`config.mk`:
```
export PLATFORM = sky130hd
export DESIGN_NAME = bpa_ctrl
export DESIGN_NICKNAME = d
export VERILOG_FILES = /design/src/rtl/core/bpa_pkg.sv /design/src/rtl/core/bpa_ctrl.sv
export SDC_FILE = /design/constraint.sdc
export NUM_CORES = 1
export LEC_CHECK = 0
export ABC_AREA = 1
export BUFFER_PORTS_ARGS = -buffer_cell sky130_fd_sc_hd__buf_2
export CAP_MARGIN = 25
export CORE_AREA = 2 2 70 72
export DETAILED_ROUTE_END_ITERATION = 12
export DIE_AREA = 0 0 72 74
export HOLD_SLACK_MARGIN = 0.12
export PLACE_DENSITY = 0.51
export SLEW_MARGIN = 20
export SYNTH_ARGS = -nofsm -noshare
export SYNTH_HDL_FRONTEND = slang
export SYNTH_SLANG_ARGS = --single-unit
```
`constraint.sdc`:
```
create_clock -name clk_i -period 1.4 [get_ports clk_i]
set_input_delay 0.14 -clock clk_i [delete_from_list [all_inputs] [get_ports clk_i]]
set_output_delay 0.14 -clock clk_i [all_outputs]
set_load 0.005 [all_outputs]
```
`src/rtl/core/bpa_pkg.sv`:
```
// shared types and constants of the buddy page allocator
// used by the controller, the datapath, the top level and the checker
package bpa_pkg;

  localparam int PageCount  = 4096;
  localparam int PageW      = 12;
  localparam int OrderCount = 6;
  localparam int OrdW       = 3;
  localparam int CntW       = 13;
  localparam int SwW        = OrderCount - 1;
  localparam int CfgIdxW    = 1;

  localparam logic [OrdW-1:0] NotHead  = 3'd7;
  localparam logic [CntW-1:0] TotalMax = 13'd8191;

  typedef enum logic [1:0] {
    ST_OK     = 2'd0,
    ST_NOMEM  = 2'd1,
    ST_KERNEL = 2'd2,
    ST_BAD    = 2'd3
  } status_e;

  typedef enum logic {
    CFG_KERNEL_FIRST = 1'b0,
    CFG_KERNEL_END   = 1'b1
  } cfg_idx_e;

  typedef enum logic [4:0] {
    CMD_NONE, CMD_CLEAR, CMD_LOAD, CMD_REPORT, CMD_ALLOC_INIT, CMD_RD_TAIL,
    CMD_RD_XLINK, CMD_UNLINK, CMD_SPLIT_ORD_P, CMD_SPLIT_ORD_B, CMD_SPLIT_PUSH_P,
    CMD_SPLIT_PUSH_B, CMD_GRANT, CMD_RD_CUR, CMD_SWEEP, CMD_RD_BUDDY,
    CMD_MERGE_B, CMD_MERGE_C, CMD_FREE_FIN, CMD_FREE_PUSH
  } cmd_e;

  typedef struct packed {
    logic                opcode;
    logic [PageW-1:0]    page_idx;
    logic [OrdW-1:0]     block_order;
  } req_t;

  typedef struct packed {
    logic [1:0]          status;
    logic [PageW-1:0]    granted_page;
    logic [CntW-1:0]     free_page_total;
  } rsp_t;

  typedef struct packed {
    cmd_e    op;
    status_e code;
  } cmd_t;

  typedef struct packed {
    logic clear_last;
    logic is_free;
    logic bad_order;
    logic none_free;
    logic range_bad;
    logic kernel_hit;
    logic cur_taken;
    logic sweep_last;
    logic k_gt_o;
    logic k_lt_top;
    logic buddy_ok;
  } dp_sts_t;

endpackage

```
`src/rtl/core/bpa_ctrl.sv`:
```
// sequencer of the buddy page allocator
// depends on bpa_pkg; drives bpa_dp through cmd_t and reads dp_sts_t
module bpa_ctrl import bpa_pkg::*; (
  input  logic    clk_i,
  input  logic    rst_ni,
  input  logic    start_i,
  input  dp_sts_t sts_i,
  output cmd_t    cmd_o,
  output logic    busy_o
);

  typedef enum logic [17:0] {
    S_IDLE     = 18'h00001,
    S_CLEAR    = 18'h00002,
    S_DECODE   = 18'h00004,
    S_A_CHECK  = 18'h00008,
    S_A_UNLINK = 18'h00010,
    S_A_OP     = 18'h00020,
    S_A_OB     = 18'h00040,
    S_A_PP     = 18'h00080,
    S_A_PB     = 18'h00100,
    S_A_GRANT  = 18'h00200,
    S_F_HEAD   = 18'h00400,
    S_F_SWEEP  = 18'h00800,
    S_F_TEST   = 18'h01000,
    S_F_BCHK   = 18'h02000,
    S_F_UNLINK = 18'h04000,
    S_F_MB     = 18'h08000,
    S_F_MC     = 18'h10000,
    S_F_PUSH   = 18'h20000
  } state_e;

  state_e state_q, state_d;

  always_ff @(posedge clk_i or negedge rst_ni) begin
    if (!rst_ni) begin
      state_q <= S_CLEAR;
    end else begin
      state_q <= state_d;
    end
  end

  assign busy_o = (state_q != S_IDLE);

  always_comb begin
    state_d     = state_q;
    cmd_o.op    = CMD_NONE;
    cmd_o.code  = ST_OK;
    case (state_q)
      S_CLEAR: begin
        cmd_o.op = CMD_CLEAR;
        if (sts_i.clear_last) state_d = S_IDLE;
      end
      S_IDLE: begin
        if (start_i) begin
          cmd_o.op = CMD_LOAD;
          state_d  = S_DECODE;
        end
      end
      S_DECODE: begin
        if (sts_i.bad_order) begin
          cmd_o.op = CMD_REPORT; cmd_o.code = ST_BAD; state_d = S_IDLE;
        end else if (!sts_i.is_free) begin
          if (sts_i.none_free) begin
            cmd_o.op = CMD_REPORT; cmd_o.code = ST_NOMEM; state_d = S_IDLE;
          end else begin
            cmd_o.op = CMD_ALLOC_INIT; state_d = S_A_CHECK;
          end
        end else if (sts_i.range_bad) begin
          cmd_o.op = CMD_REPORT; cmd_o.code = ST_BAD; state_d = S_IDLE;
        end else if (sts_i.kernel_hit) begin
          cmd_o.op = CMD_REPORT; cmd_o.code = ST_KERNEL; state_d = S_IDLE;
        end else begin
          cmd_o.op = CMD_RD_CUR; state_d = S_F_HEAD;
        end
      end
      S_A_CHECK: begin
        cmd_o.op = CMD_RD_TAIL; state_d = S_A_UNLINK;
      end
      S_A_UNLINK: begin
        cmd_o.op = CMD_UNLINK;
        state_d  = sts_i.k_gt_o ? S_A_OP : S_A_GRANT;
      end
      S_A_OP: begin
        cmd_o.op = CMD_SPLIT_ORD_P; state_d = S_A_OB;
      end
      S_A_OB: begin
        cmd_o.op = CMD_SPLIT_ORD_B; state_d = S_A_PP;
      end
      S_A_PP: begin
        cmd_o.op = CMD_SPLIT_PUSH_P; state_d = S_A_PB;
      end
      S_A_PB: begin
        cmd_o.op = CMD_SPLIT_PUSH_B; state_d = S_A_CHECK;
      end
      S_A_GRANT: begin
        cmd_o.op = CMD_GRANT; state_d = S_IDLE;
      end
      S_F_HEAD: begin
        if (sts_i.cur_taken) begin
          cmd_o.op = CMD_REPORT; cmd_o.code = ST_BAD; state_d = S_IDLE;
        end else begin
          state_d = S_F_SWEEP;
        end
      end
      S_F_SWEEP: begin
        cmd_o.op = CMD_SWEEP;
        if (sts_i.sweep_last) state_d = S_F_TEST;
      end
      S_F_TEST: begin
        if (sts_i.k_lt_top) begin
          cmd_o.op = CMD_RD_BUDDY; state_d = S_F_BCHK;
        end else begin
          cmd_o.op = CMD_FREE_FIN; state_d = S_F_PUSH;
        end
      end
      S_F_BCHK: begin
        if (sts_i.buddy_ok) begin
          cmd_o.op = CMD_RD_XLINK; state_d = S_F_UNLINK;
        end else begin
          cmd_o.op = CMD_FREE_FIN; state_d = S_F_PUSH;
        end
      end
      S_F_UNLINK: begin
        cmd_o.op = CMD_UNLINK; state_d = S_F_MB;
      end
      S_F_MB: begin
        cmd_o.op = CMD_MERGE_B; state_d = S_F_MC;
      end
      S_F_MC: begin
        cmd_o.op = CMD_MERGE_C; state_d = S_F_TEST;
      end
      S_F_PUSH: begin
        cmd_o.op = CMD_FREE_PUSH; state_d = S_IDLE;
      end
      default: state_d = S_IDLE;
    endcase
  end

endmodule

```
==> flow_summary.ini <==
[run_status]
status = finished with violations
violations = setup timing

[sta]
timing.final.ws_setup_ns = -0.543
final-setup-viol-count = 14
fin_skew_ns = 0.00160
final_hold_viol_count = 0
tns_ns = -4.08
rsz0062_at_grt = true
relSlewSlack = 0.689
worst_pin_slew_ns = 0.467
fmax_mhz = 515
post-route-period-util = 1.39
slew_violations = 0
timing.final.crit_period_ns = 1.94

[placed_design]
dp.cells = 310
globalplace.congestion = 0.858
portBuffers = 21
dp_hpwl_mm = 3.04

[clock_tree]
cts_buffers = 3
cts-root-buf = clkbuf_8
cts.sinks = 18
clkLatencyLatePin_ns = 0.26
cts_max_level = 1
clockBufferDepth = 2
clkTransAtPathRegs_ns = 0.07
cts_tree = built

[setup_path]
r2r-start = state_q[10]
cp_data_required_time_ns = 1.26
cp-end-kind = output port
arrival_ns = 1.80
crit_family = simple AND/OR/NAND/NOR gates
crit_path_top_delay_cell = dfrtp_1
cp_max_fo = 6
cpPeakStageDelay_ns = 0.40
crit_buf_inv = 1
worstSetupPathType = register to output port
startpoint_type = register
critical_path.cell_chain = nor2_2, nand2_4, nor2_4, and2_4, nand2_4, nor2_4, a21oi_2, nand3_1, buf_2
crit_start = state_q[2]

[detailed_routing]
antenna_left = 0
routed_via_density = 4.45
wl_per_cell_um = 12.0
firstDrtPassIters = 4
drt_iter0_drc = 35
routed_wl_mm = 3.98
num_vias = 1476
post-route-drc-count = 0

[layout]
fin_nets = 293
regMostFlops = state_q
utilization = 0.481
area_delta_synth_final_pct = 66.8
layout.cells.non_filler = 332
nFillCells = 455
top_regs = state_q: 18 flops
drive_gt1_frac = 0.511
final-seq-area_um2 = 452
largest_reg_flops = 18
multi_input_area_um2 = 908
antenna_cells = 0

[global_routing]
grt_overflow = 0
grt_usage = 0.165
grt_pass1_vias = 1457
grt_pass1_wl_mm = 6.75
grt_max_degree = 19
antenna_found_initial = 0

[floorplan]
ios = 22
start_util = 0.288
rows = 25
die_y_um = 74
die_area_um2 = 5330
core_area_um2 = 4600
die_w_um = 72

[power_and_ir_drop]
ir_worst_vdd_uv = 438
leakagePower_nw = 1.23
p_per_area_nw_per_um2 = 932
power_mw = 2.06

[hold_path]
hp-class = input pin to register
min_from = sts_i[3]

[synthesis]
synth_seq_cells = 18
synth_commonest_cells = nor2_1, inv_1, nand2_1
synth_top_cells_by_area = dfrtp_1, nor2_1, inv_1
synth_warnings = 0
synth_area_um2 = 1330
yosys.area.top_type_share = 0.321
yosysMostFrequentCell = nor2_1
synth_fp_nets = 208
synth_cells = 194
synth_flop_cell = dfrtp_1
yosys.cell_types.count = 25
syn_avg_cell_area_um2 = 6.84
ys_seq_area_frac = 0.341
synth.largest_area_cell = dfrtp_1
synthArstFlopShare = 1.00
synth_edf_count = 0

[job]
maxCapViolCount = 0
what timing repair did:
action | in CTS | in global routing
hold buffers | 4 | 0
pin swaps | 8 | 14
buffers inserted | 7 | 8
resized for setup | 24 | 32
setup endpoints to repair | 15 | 24
hold endpoints to repair | 21 | 0
cell families after synthesis:
kind of cell | share of synthesized area
buffers and inverters | 0.110
AO/OA/AOI/OAI | 0.0547
flip-flops | 0.341
AND/OR/NAND/NOR | 0.494
worst paths after layout:
check / end / slack, ns / depth (start not counted)
min reg2reg: state_q[8] / 0.69 / 4
max in group asynchronous: state_q[1] / 0.69 / 2
max: cmd_o[5] / -0.54 / 9
max reg2reg: state_q[0] / -0.19 / 11
min: state_q[11] / 0.20 / 4
min in group asynchronous: state_q[10] / 0.36 / 2
layout make-up:
class / instances / share of cell area
inverters: 39 / 0.0673
well taps: 54 / 0.0305
clock buffers: 4 / 0.0249
repair buffers: 80 / 0.262
multi-input cells: 137 / 0.411
flip-flops and latches: 18 / 0.204
cell usage in the layout, fill, tap and decap left out, types with 2 or more instances in the layout:
cell type	synthesis	routed
nor2_4	4	12
buf_4	0	49
a21oi_1	3	2
nand3b_1	4	4
dfrtp_1	17	17
inv_2	5	4
inv_1	34	34
buf_6	0	6
nand3_4	1	3
o21ai_0	6	2
dlygate4sd3_1	0	4
nand3_2	2	3
nor2_1	36	23
nand4_1	4	4
nand3_1	20	17
buf_2	0	21
nand2_1	33	26
nand2_4	2	6
o21ai_2	0	3
clkbuf_8	0	4
a21oi_2	1	2
nand2_2	5	8
nor2_2	8	13
routing by layer:
layer | GRT usage | vias to the layer above | routed length [um]
li1 | - | 776 | -
met3 | 0.0163 | 6 | 119
met4 | 0.0587 | 0 | 66
met1 | 0.227 | 669 | 1850
met5 | 0 | - | 0
met2 | 0.274 | 25 | 1940
per-stage QoR:
step	hold WS [ns]	worst slack, ns	area [um^2]
after detailed placement	0.120	-0.309	1810
after global routing	0.214	-0.638	2210
after floorplan	-0.156	0.00774	1330
after global placement	0.115	-0.315	1810
final	0.200	-0.543	2210
after CTS	0.174	-0.505	2030
worst register-to-register path: cells and delay by family, from the launching register on:
kind	cells	cell delay, ns
flops	1	0.41
compound gates	1	0.06
simple gates	8	0.83
buf+inv	2	0.20
where the power goes:
part | total, mW | internal [mW] | switching, mW
Combinational | 1.04 | 0.507 | 0.532
Sequential | 0.580 | 0.551 | 0.0294
Clock | 0.442 | 0.250 | 0.192
Power figures use the tool's default switching activity.
